`config.mk`:
```
export PLATFORM = sky130hd
export DESIGN_NAME = shfp_ram
export DESIGN_NICKNAME = d
export VERILOG_FILES = /design/src/rtl/shfp_ram.sv
export SDC_FILE = /design/constraint.sdc
export NUM_CORES = 1
export LEC_CHECK = 0
export BUFFER_PORTS_ARGS = -buffer_cell sky130_fd_sc_hd__buf_2
export CORE_ASPECT_RATIO = 1.25
export CORE_MARGIN = 2
export CORE_UTILIZATION = 45
export CTS_CLUSTER_DIAMETER = 100
export DETAILED_ROUTE_END_ITERATION = 6
export PLACE_DENSITY = 0.62
export SYNTH_ARGS = -nofsm -noshare
export SYNTH_HDL_FRONTEND = slang
export SYNTH_SLANG_ARGS = --single-unit
```
`constraint.sdc`:
```
create_clock -name clk -period 2.3 [get_ports clk]
set_input_delay 0.46 -clock clk [delete_from_list [all_inputs] [get_ports clk]]
set_output_delay 0.46 -clock clk [all_outputs]
set_load 0.05 [all_outputs]
```
`src/rtl/shfp_ram.sv`:
```
module shfp_ram #(
  parameter int WIDTH = 8,
  parameter int DEPTH = 16,
  localparam int AW = $clog2(DEPTH)
) (
  input  logic             clk,
  input  logic             we,
  input  logic [AW-1:0]    waddr,
  input  logic [WIDTH-1:0] wdata,
  input  logic [AW-1:0]    raddr,
  output logic [WIDTH-1:0] rdata
);

  logic [WIDTH-1:0] mem_r [DEPTH];
  logic [WIDTH-1:0] rdata_r;

  always_ff @(posedge clk) begin
    if (we) begin
      mem_r[waddr] <= wdata;
    end
    rdata_r <= mem_r[raddr];
  end

  assign rdata = rdata_r;

endmodule

```
==> reports/metrics.yaml, run 1 <==
setup_path:
  path_cells: "buf_2"
  cp_max_fo: 1
  worst_setup_path_start_kind: "register"
  startpoint: "rdata[6]"
  cp.arrival_ps: 1030
  crit_family: "flip-flops"
  cp_num_buf_inv: 1
  worst_path_largest_cell_delay_ps: 350
  rr_worst_depth: 3
  regToRegEndpoint: "rdata[6]"
  cp.required_ps: 1840
  end_kind: "output port"
  regToRegStartpoint: "mem_r[3][6]"
  critPathSlowestCell: "dfxtp_1"
  r2r_slack_ps: 1010
  setup.worst_path.class: "reg2out"
finish:
  nets: 302
  fin_cells: 432
  antenna_cells: 0
  fill_cells: 838
  drive_above_1_share_pct: 31.6
  area_delta_synth_final_pct: 20.3
  seq_area_um2: 4000
  multi_input_area_um2: 1060
global_routing:
  grt_max_degree: 33
  grt_usage_pct: 18.6
  grt_pass1_vias: 2530
  grt_pass1_wl_mm: 15.6
  antenna_found_initial: 0
  globalRouteOverflowTotal: 0
clock_tree:
  holdBufCountCts: 0
  max-clock-path-buffers: 2
  cts_setup_buffers: 0
  cts_num_sinks: 136
  cts_root_buf: "clkbuf_16"
  ctsResizeCount: 0
  numCtsBuffers: 17
  clk_latency_ps: 410
  path_clk_slew_ps: 50
  cts_tree: "done"
  htreeDepth: 4
floorplan:
  dieArea_um2: 12300
  initial_utilization_pct: 46.2
  die_h_um: 124
  rows: 43
  coreArea_um2: 11100
  ioPinCount: 26
  die_w_um: 99.7
synth:
  syn_nets: 247
  synth_cell_types: 19
  seq_area_frac_synth_pct: 77.8
  synth_cells: 229
  yosys.area.top_type: "edfxtp_1"
  synth_area_leaders: "edfxtp_1 75%, mux4_2 7.9%, mux4_1 7.1%, dfxtp_1 3.1%, a22oi_1 2.3%"
  netlist_area_um2: 5150
  syn_avg_cell_area_um2: 22.5
  synth_warnings: 0
  ys_seq_elements: 136
  synth_top_area_share_pct: 74.7
timing:
  tightest_slew_ps: 471
  grt_setup_unrepaired: "false"
  clock-skew-final_ps: 7.52
  maxSlewViolCount: 0
  post-route-min-period_ps: 1490
  fmax_ghz: 0.670
  finalHoldViolCount: 0
  slew_headroom_pct: 68.6
  setup_tns_ps: 0
  setup_viol: 0
  min_period_over_period_pct: 64.9
route:
  drt_wl_total_mm: 10.3
  remaining_drc_errors: 0
  vias: 2454
  drtIter0Drc: 237
  vias_per_cell: 5.68
  drt_pre_antenna_iters: 6
  post_drt_wl_per_cell_um: 23.9
  ant_nets: 0
flow_run:
  maxCapViolCount: 0
hold_path:
  hold_path_class: "in2reg"
  whs_endpoint: "mem_r[7][3]"
  holdPathStages: 1
  min_from: "wdata[3]"
power:
  powerDensity_nw_per_um2: 978
  p_leak_nw: 2.14
  ir_drop_mv: 0.475
outcome:
  status: "finished clean"
placement:
  gp_congestion: 0.706
  dp_hpwl_mm: 6.28
  placedCellCount: 400
  port_buffers: 25
[metal layers]
metal  track usage, %  wire (µm)
met1             25.6       4540
met2             29.3       5150
met3             4.77        446
met4             6.59        173
met5                0          0
[flip-flops by register name, summed over array words and instances (netlist names)]
signal / flops
rdata: 8
mem_r: 128
[per-stage QoR]
step	area (µm²)	utilization (%)	setup WS [ps]	hold slack, ps	power (mW)
2_1_floorplan	5150	-	347	559	3.03
4_1_cts	6190	55.6	782	412	6.12
3_3_place_gp	5540	49.7	438	648	3.15
3_5_place_dp	5540	49.7	432	660	3.16
6_report	6190	55.6	807	428	6.06
5_1_grt	6190	55.6	776	426	6.25
[placed cells by master (no fill, tap or decap), drive strengths merged]
cell,n
nor2b,1
a22oi,16
dfxtp,8
clkinv,3
nand3b,2
clkbuf,24
buf,46
edfxtp,128
bufinv,5
and2b,1
nand3,1
nor2,13
nand2,9
nand2b,2
and2,1
nor3,4
mux4,32
or3b,1
[area by class of cell]
type / instances / area share [%]
multi-input cells: 83 / 17.1
well taps: 135 / 2.73
clock inverters: 8 / 2.67
flip-flops and latches: 136 / 64.6
clock buffers: 24 / 7.94
repair buffers: 46 / 4.97
[how the worst max path moves through the flow]
stage	slack, ps	cells past startpoint	end
after floorplan	350	2	mem_r[0][0]
after global placement	440	5	rdata[1]
after detailed placement	430	5	rdata[6]
after CTS	780	1	rdata[7]
after global routing	780	1	rdata[6]
final	810	1	rdata[6]
[cells in the mapped netlist]
library cell     instances
dfxtp_1                  8
nand2_1                  9
nor3_1                   4
and2b_1                  1
and2_1                   1
nand2b_1                 2
nand3b_1                 2
clkdlybuf4s25_2          3
nor2b_1                  1
edfxtp_1               128
buf_2                    3
a22oi_1                 16
mux4_2                  18
mux4_1                  14
nand3_1                  1
nor2_1                  13
or3b_2                   1
buf_4                    1
buf_6                    3
[cells by family (layout without fill, tap and decap cells)]
| kind of cell | count (synthesis) | count (layout) | share of synthesized area [%] |
|---|---|---|---|
| DFF | 136 | 136 | 77.8 |
| and+or+nand+nor | 35 | 35 | 3.18 |
| muxes | 32 | 32 | 15.0 |
| AOI/OAI and AO/OA | 16 | 16 | 2.33 |
| buffers and inverters | 10 | 78 | 1.68 |
[power breakdown]
group	total (mW)	leakage, nW	switching (mW)	internal [mW]
combinational	0.312	0.590	0.198	0.114
clock	2.96	0.324	0.922	2.03
sequential	2.79	1.22	0.0171	2.77
(Power assumes the default switching activity.)
==> run 2: changes to the inputs <==
- PLACE_DENSITY: 0.62 -> 0.64
- clock period: 2.3 -> 1.3 ns (I/O delays scaled with it)
==> reports/metrics.yaml, run 2 (same netlist as run 1, synthesis figures left out) <==
power:
  p_comb_share_pct: 6.1
  netSwitchingFraction_pct: 20.4
  p_int_mw: 7.93
  p_leak_nw: 2.08
  seq_power_share_pct: 49.5
  powerDensity_nw_per_um2: 1600
  clock_power_share_pct: 44.4
  p_switching_mw: 2.03
  ir_drop_mv: 0.902
floorplan:
  die_w_um: 99.7
  ioPinCount: 26
  coreArea_um2: 11100
  dieArea_um2: 12300
  die_h_um: 124
  rows: 43
  initial_utilization_pct: 46.2
clock_tree:
  max-clock-path-buffers: 2
  cts_setup_buffers: 0
  cts_num_sinks: 136
  cts_tree: "done"
  numCtsBuffers: 17
  holdBufCountCts: 0
  clk_latency_ps: 410
  htreeDepth: 4
  path_clk_slew_ps: 50
  cts_root_buf: "clkbuf_16"
setup_path:
  cp.arrival_ps: 1550
  worst_setup_path_start_kind: "register"
  setup.worst_path.class: "reg2reg"
  end_kind: "register"
  cp.required_ps: 1590
  cp_max_fo: 1
finish:
  area_delta_synth_final_pct: 21.3
  nets: 309
  largest_reg_flops: 128
  final_common_cell: "edfxtp_1"
  fin_cells: 439
  final_cell_mix: "128 x edfxtp_1, 32 x mux4_2, 24 x buf_2"
  drive_above_1_share_pct: 42.4
  final_util_pct: 56.0
  antenna_cells: 0
  regMostFlops: "mem_r"
placement:
  placedCellCount: 407
  gp_congestion: 0.777
  port_buffers: 25
  dp_hpwl_mm: 6.22
global_routing:
  grt_usage_pct: 16.4
  antenna_found_initial: 0
  grt_pass1_vias: 2528
  grt_max_degree: 17
  grt_pass1_wl_mm: 14.0
  globalRouteOverflowTotal: 0
hold_path:
  hold_path_class: "in2reg"
route:
  vias: 2362
  ant_nets: 0
  post_drt_wl_per_cell_um: 20.4
  drt_wl_total_mm: 8.95
  drtIter0Drc: 145
  remaining_drc_errors: 0
  vias_per_cell: 5.38
  drt_pre_antenna_iters: 5
flow_run:
  maxCapViolCount: 0
timing:
  holdWs_ps: 233
  setup_tns_ps: 0
  slew_headroom_pct: 40.1
  maxSlewViolCount: 0
  setup_viol: 0
  grt_setup_unrepaired: "true"
  min_period_over_period_pct: 96.8
  clock-skew-final_ps: 5.10
  finalHoldViolCount: 0
  post-route-min-period_ps: 1260
  fmax_ghz: 0.794
  tightest_slew_ps: 895
outcome:
  status: "finished clean"
run 2: cell types whose count changed in the layout (fill, tap and decap cells not counted), moves of 4 or more:
cell / change
clkbuf_8: -4
mux4_1: -14
a22oi_2: +8
mux4_2: +14
a22oi_1: -8
clkinvlp_4: +4
nor3_1: -4
buf_12: +5
run 2: power groups by stage:
stage                     combinational (mW)  sequential, mW  clock [mW]
after floorplan                        0.274            5.12           0
after global placement                 0.586            5.01           0
after detailed placement               0.592            5.02           0
after CTS                              0.602            4.93        4.52
after global routing                   0.654            4.94        4.70
final                                  0.606            4.93        4.42
run 2: critical path, cell delays in order, from the launching register on:
cell and delay [ps]:
edfxtp_1 360, mux4_2 500, a22oi_2 220, nand2_1 70
run 2: per-layer routing:
| metal | GRT usage, % | share of wire (%) |
|---|---|---|
| met1 | 19.5 | 40 |
| met2 | 28.0 | 54 |
| met3 | 4.88 | 4.0 |
| met4 | 6.68 | 1.4 |
| met5 | 0 | 0 |
run 2: cell type report:
type                       count  area, µm²
clock buffer                  18        429
fill                         831       4890
tap                          135        169
timing repair buffer          53        425
clock inverter                14        134
sequential                   136       4000
multi-input combinational     83       1080
run 2: final timing paths:
path,start,endpoint,slack [ps],depth (start not counted)
setup / recovery,mem_r[0][3],rdata[3],40,3
hold / removal,wdata[5],mem_r[6][5],230,1
setup reg to reg,mem_r[0][3],rdata[3],40,3
hold reg to reg,mem_r[15][3],rdata[3],680,3
run 2: what timing repair did:
| action | CTS | global route |
|---|---|---|
| pin swaps | 0 | 1 |
| resized for setup | 3 | 9 |
| endpoints found under the setup margin | 3 | 7 |
run 2: per-stage QoR:
step,area [µm²],setup slack (ps),power [mW]
floorplan,5180,-63.0,5.39
global placement,5650,-376,5.60
detailed placement,5650,-381,5.61
CTS,6220,8.79,10.1
global route,6240,-8.09,10.3
finish,6240,41.3,9.96
