## src/rtl/shfp_pkg.sv

```systemverilog
package shfp_pkg;

  typedef longint unsigned u64_t;

  localparam int BLOCK     = 1024;
  localparam int LOG_BLOCK = $clog2(BLOCK);
  localparam int HALF      = BLOCK / 2;
  localparam int DW        = 33;
  localparam int TWW       = 17;
  localparam int RAD_W     = 2 * DW;
  localparam int ROOT_W    = DW;

  localparam logic [1:0] CFG_CHUNK = 2'd0;
  localparam logic [1:0] CFG_RATE  = 2'd1;
  localparam logic [1:0] CFG_MINF  = 2'd2;
  localparam logic [1:0] CFG_MAXF  = 2'd3;

  localparam u64_t ONE_Q30     = 64'd1073741824;
  localparam u64_t PI_HALF_Q30 = 64'd1686629713;

  typedef logic [15:0] hann_tab_t [BLOCK];
  typedef logic signed [TWW-1:0] tw_tab_t [HALF];

  // cosine of u quarter turns, q30
  function automatic longint cos_quarter(u64_t u);
    u64_t x;
    u64_t x2;
    u64_t term;
    longint s;
    x = (u * PI_HALF_Q30) >> 30;
    x2 = (x * x) >> 30;
    term = ONE_Q30;
    s = longint'(ONE_Q30);
    for (int k = 1; k <= 8; k++) begin
      term = (term * x2) >> 30;
      case (k)
        1: term = term / 64'd2;
        2: term = term / 64'd12;
        3: term = term / 64'd30;
        4: term = term / 64'd56;
        5: term = term / 64'd90;
        6: term = term / 64'd132;
        7: term = term / 64'd182;
        default: term = term / 64'd240;
      endcase
      if (k % 2 == 1) begin
        s = s - longint'(term);
      end else begin
        s = s + longint'(term);
      end
    end
    if (s < 0) s = 0;
    if (s > longint'(ONE_Q30)) s = longint'(ONE_Q30);
    return s;
  endfunction

  function automatic longint cos_turn(logic [31:0] phase);
    u64_t r;
    longint c;
    r = {34'd0, phase[29:0]};
    case (phase[31:30])
      2'd0: c = cos_quarter(r);
      2'd1: c = -cos_quarter(ONE_Q30 - r);
      2'd2: c = -cos_quarter(r);
      default: c = cos_quarter(ONE_Q30 - r);
    endcase
    return c;
  endfunction

  function automatic hann_tab_t make_hann();
    hann_tab_t t;
    u64_t ph;
    longint w;
    for (int i = 0; i < BLOCK; i++) begin
      ph = (u64_t'(i) << 32) / (BLOCK - 1);
      w = (longint'(ONE_Q30) - cos_turn(ph[31:0]) + 16384) >>> 15;
      t[i] = (w > 65535) ? 16'hFFFF : w[15:0];
    end
    return t;
  endfunction

  function automatic tw_tab_t make_tw(logic sine);
    tw_tab_t t;
    u64_t ph;
    logic [31:0] p;
    longint v;
    for (int i = 0; i < HALF; i++) begin
      ph = (u64_t'(i) << 32) / BLOCK;
      p = sine ? (ph[31:0] - 32'h4000_0000) : ph[31:0];
      v = ((cos_turn(p) + longint'(ONE_Q30) + 16384) >>> 15) - 32768;
      t[i] = v[TWW-1:0];
    end
    return t;
  endfunction

  function automatic logic [LOG_BLOCK-1:0] bit_rev(logic [LOG_BLOCK-1:0] v);
    logic [LOG_BLOCK-1:0] r;
    for (int b = 0; b < LOG_BLOCK; b++) begin
      r[LOG_BLOCK-1-b] = v[b];
    end
    return r;
  endfunction

  localparam hann_tab_t HANN_TAB = make_hann();
  localparam tw_tab_t   TWC_TAB  = make_tw(1'b0);
  localparam tw_tab_t   TWS_TAB  = make_tw(1'b1);

endpackage

```

## src/rtl/shfp_sqrt.sv

```systemverilog
module shfp_sqrt (
  input  logic                         clk,
  input  logic                         rst_n,
  input  logic                         start,
  input  logic [shfp_pkg::RAD_W-1:0]   radicand,
  output logic                         done,
  output logic [shfp_pkg::ROOT_W-1:0]  root
);

  localparam int RW = shfp_pkg::ROOT_W + 3;

  logic [shfp_pkg::RAD_W-1:0]  rad_r;
  logic [RW-1:0]               rem_r;
  logic [shfp_pkg::ROOT_W-1:0] root_r;
  logic [5:0]                  cnt_r;
  logic                        busy_r;
  logic                        done_r;
  logic [RW-1:0]               sh;
  logic [RW-1:0]               trial;
  logic                        ge;

  assign sh    = {rem_r[RW-3:0], rad_r[shfp_pkg::RAD_W-1 -: 2]};
  assign trial = {1'b0, root_r, 2'b01};
  assign ge    = sh >= trial;

  always_ff @(posedge clk) begin
    if (!rst_n) begin
      busy_r <= 1'b0;
      done_r <= 1'b0;
      cnt_r  <= '0;
    end else begin
      done_r <= 1'b0;
      if (start) begin
        rad_r  <= radicand;
        rem_r  <= '0;
        root_r <= '0;
        cnt_r  <= 6'(shfp_pkg::ROOT_W);
        busy_r <= 1'b1;
      end else if (busy_r) begin
        rad_r  <= rad_r << 2;
        rem_r  <= ge ? (sh - trial) : sh;
        root_r <= {root_r[shfp_pkg::ROOT_W-2:0], ge};
        cnt_r  <= cnt_r - 6'd1;
        if (cnt_r == 6'd1) begin
          busy_r <= 1'b0;
          done_r <= 1'b1;
        end
      end
    end
  end

  assign done = done_r;
  assign root = root_r;

endmodule

```

## config.mk

```make
export PLATFORM = sky130hd
export DESIGN_NAME = shfp_sqrt
export DESIGN_NICKNAME = d
export VERILOG_FILES = /design/src/rtl/shfp_pkg.sv /design/src/rtl/shfp_sqrt.sv
export SDC_FILE = /design/constraint.sdc
export NUM_CORES = 1
export LEC_CHECK = 0
export BUFFER_PORTS_ARGS = -buffer_cell sky130_fd_sc_hd__buf_2
export CORE_MARGIN = 2
export CORE_UTILIZATION = 58
export DETAILED_ROUTE_END_ITERATION = 7
export PLACE_DENSITY = 0.8
export SLEW_MARGIN = 30
export SYNTH_ARGS = -nofsm -noshare
export SYNTH_HDL_FRONTEND = slang
export SYNTH_SLANG_ARGS = --single-unit
```

## constraint.sdc

```tcl
create_clock -name clk -period 4.6 [get_ports clk]
set_clock_uncertainty 0.05 [all_clocks]
set_input_delay 0 -clock clk [delete_from_list [all_inputs] [get_ports clk]]
set_output_delay 0 -clock clk [all_outputs]
set_load 0.005 [all_outputs]
```

==> results.md <==
* Status: finished, final reports clean
* RSZ-0062 raised after global routing: no
* Synth Area in Compound Gates at 10.2%
* Worst min-delay path class: input port to register
* Max-cap violations at 0
* Tightest Pin Transition at 0.876 ns
* Synthesized cell area at 7680 sq um
* Power Density at 402 nW/um^2
* Critical path arrival at 3.52 ns
* Antenna diodes at 0
* Die height at 119 um
* Slowest CP cell: nand2_4
* Top cell type's share of synthesized area at 52.0%
* Reg2Reg Depth at 10
* Overflow after GRT at 0
* Largest family of logic cells by synthesized area: multiplexers
* Global-route wire length before repair at 27400 um
* Hpwl dp at 10200 um
* GRT Resource Usage Total at 24.4%
* Final nets at 904
* Crit share post-route at 73.7%
* Max Buffers Root-to-Sink at 2
* Fin. max-slew vios at 0
* Fillers at 857
* Leakage power at 3.93 nW
* Ys flop type: edfxtp_1
* Worst relative slew slack at 41.6%
* Setup WS pre-CTS at 1.22 ns
* Die area at 14200 sq um
* Crit start category: register
* Family with the most delay on the worst path: compound AO/OA/AOI/OAI gates
* CP max FO at 36
* Unique cell type count in the Yosys netlist at 66
* Placement Rows at 42
* Post-Synth Simple-Gate Area at 9.64%
* Cell taking the most area after synthesis: edfxtp_1
* Largest net degree at the start of global routing at 77
* Share of the yosys chip area belonging to registers at 54.1%
* CP max stage delay at 0.48 ns
* Critical path required time at 4.73 ns
* Async SR Flop Fraction at 0%
* Gpl congestion at 0.922
* Worst path cell trace: ha_1 > nor2b_4 > o31a_1 > o311a_4 > o31ai_2 > a2111o_1 > nand3_2 > nand2_4 > nor2_1 > a32o_1
* Ports at 103
* Yosys warnings at 0
* Post-Synth Adder-Cell Area at 6.03%
* Hold Buf Count CTS at 67
* Clock transition at path regs at 0.06 ns
* Core ar. at 13100 sq um
* P&R area growth vs syn at 25.1%
* Setup WS post-layout at 1.21 ns
* Yosys reg bits at 141
* Count of final hold-check violations at 0
* Layout cell share with drive strength beyond 1 at 27.3%
* Antenna violations before repair at 0
* DRC violation count after routing at 0
* Hold path depth at 2
* Post-synth EDFFs at 133
* Critical path endpoint category: register
* Placed cells at 887
* Worst VDD drop at 0.297 mV
* Synthesized netlist net count at 734
* Starting DRC count in detailed routing at 394
* Die Width at 119 um
* Post_cts resized at 0
* Post-DR vias/cell at 5.58
* Clk root buf: clkbuf_16
* CTS tree: built
* # setup viols final at 0
* Synth Area in XOR/XNOR at 3.76%
* Critical path type: register to register
* Cell Count, Final, Fillers Out at 985
* Post-CTS setup buffer count at 0
* Fmax at 0.295 GHz
* Tot Pwr at 3.86 mW
* Wirelength per Cell at 17.0 um
* CTS sink count at 141
* Post-synthesis mux area share at 12.6%
* Crit path depth at 10
* Synth area leaders: edfxtp_1, mux2_2, ha_1
* WP buf/inv at 0
* Port bufs at 102
* Vias in the first global route at 5708
* Gate Count Post-Synth at 628
* CTS Buf Count at 17
* Drt total wl at 16800 um
* Initial Util at 58.7%
* ANT nets after route at 0
* Tmin final at 3.39 ns
* Skew-Pair Late Insertion Delay at 0.42 ns
* Synthesized area per cell at 12.2 sq um
* First drt pass iteration count at 5
* H-tree depth at 4
* Setup_tns at 0 ns
* Vias post-DR at 5498
## Yosys cell counts, types with 4 or more instances
cell type / instances
dfxtp_1: 8
edfxtp_1: 133
mux2i_1: 25
a21o_1: 13
inv_1: 43
mux2_2: 64
xnor2_1: 17
nand2_1: 16
xor2_1: 16
nand4_1: 7
and2_1: 4
a21oi_1: 31
o21ai_0: 18
nand3_1: 11
nor2_1: 80
nand2b_1: 5
clkbuf_1: 12
o21bai_1: 4
ha_1: 37
o21a_1: 10
nor3_1: 6
## report_power, final
part	internal, mW	leakage, nW	switching (mW)
logic	0.412	2.31	0.479
registers	1.55	1.35	0.0483
clock network	0.845	0.275	0.527
total	2.80	3.93	1.05
## kinds of logic after synthesis
group                    count (synthesis)
XOR/XNOR                                33
buffers and inverters                   64
AND/OR/NAND/NOR                        153
adder cells (fa/ha/maj)                 37
multiplexers                            89
flip-flops                             141
AO/OA/AOI/OAI                          111
## final cells by class
type                    instances  area, sq um  share of cell area, %
flip-flops and latches        141         4150                   43.2
well taps                     176          220                   2.29
clock buffers                  19          433                   4.51
repair buffers                172         1240                   12.9
inverters                      43          161                   1.68
clock inverters                11          145                   1.51
multi-input cells             423         3250                   33.9
## per-layer routing
metal | vias to the layer above | global-route usage (%) | wire length (um)
li1 | 2652 | - | -
met1 | 2671 | 29.5 | 6880
met2 | 143 | 41.5 | 8660
met3 | 32 | 6.75 | 821
met4 | 0 | 9.67 | 388
met5 | - | 0 | 0
## worst reg2reg max path, delay by kind of cell (launching register included)
kind                       cells  cell delay, ns
AOI/OAI and AO/OA              5            1.35
adders and majority gates      1            0.36
DFF                            1            0.40
and+or+nand+nor                4            0.97
## registers in the layout, summed over array words and instances (netlist names)
register / cells
rad_r: 66
root: 33
cnt_r: 6
busy_r: 1
rem_r: 34
done: 1
## path summary, 6_finish.rpt
check	startpoint	to	slack [ns]
setup / recovery	rem_r[0]	rem_r[30]	1.21
hold / removal	start	root[4]	0.20
setup reg to reg	rem_r[0]	rem_r[30]	1.21
hold reg to reg	cnt_r[1]	cnt_r[1]	0.48
## per-stage QoR
| stage | util [%] | hold WS [ns] | area [sq um] |
|---|---|---|---|
| floorplan | - | 0.104 | 7680 |
| global placement | 63.7 | 0.232 | 8330 |
| detailed placement | 63.7 | 0.248 | 8330 |
| CTS | 73.2 | 0.179 | 9580 |
| global route | 73.4 | 0.242 | 9610 |
| finish | 73.4 | 0.204 | 9610 |
## placed cells by master (no fill, tap or decap), types with 5 or more instances in the layout
cell             n
nand4_1          7
a21oi_1         31
xnor2_1         17
nand3_1         11
edfxtp_1       133
mux2_2          64
o21ai_0         18
dfxtp_1          8
xor2_1          16
o21a_1           9
nor3_1           6
a21o_1          13
nand2b_1         5
nand2_1         16
dlygate4sd3_1   67
clkbuf_16       17
buf_2          101
ha_1            37
mux2i_1         25
inv_1           43
nor2_1          80
Note: power is estimated with default switching activity, not from simulation.
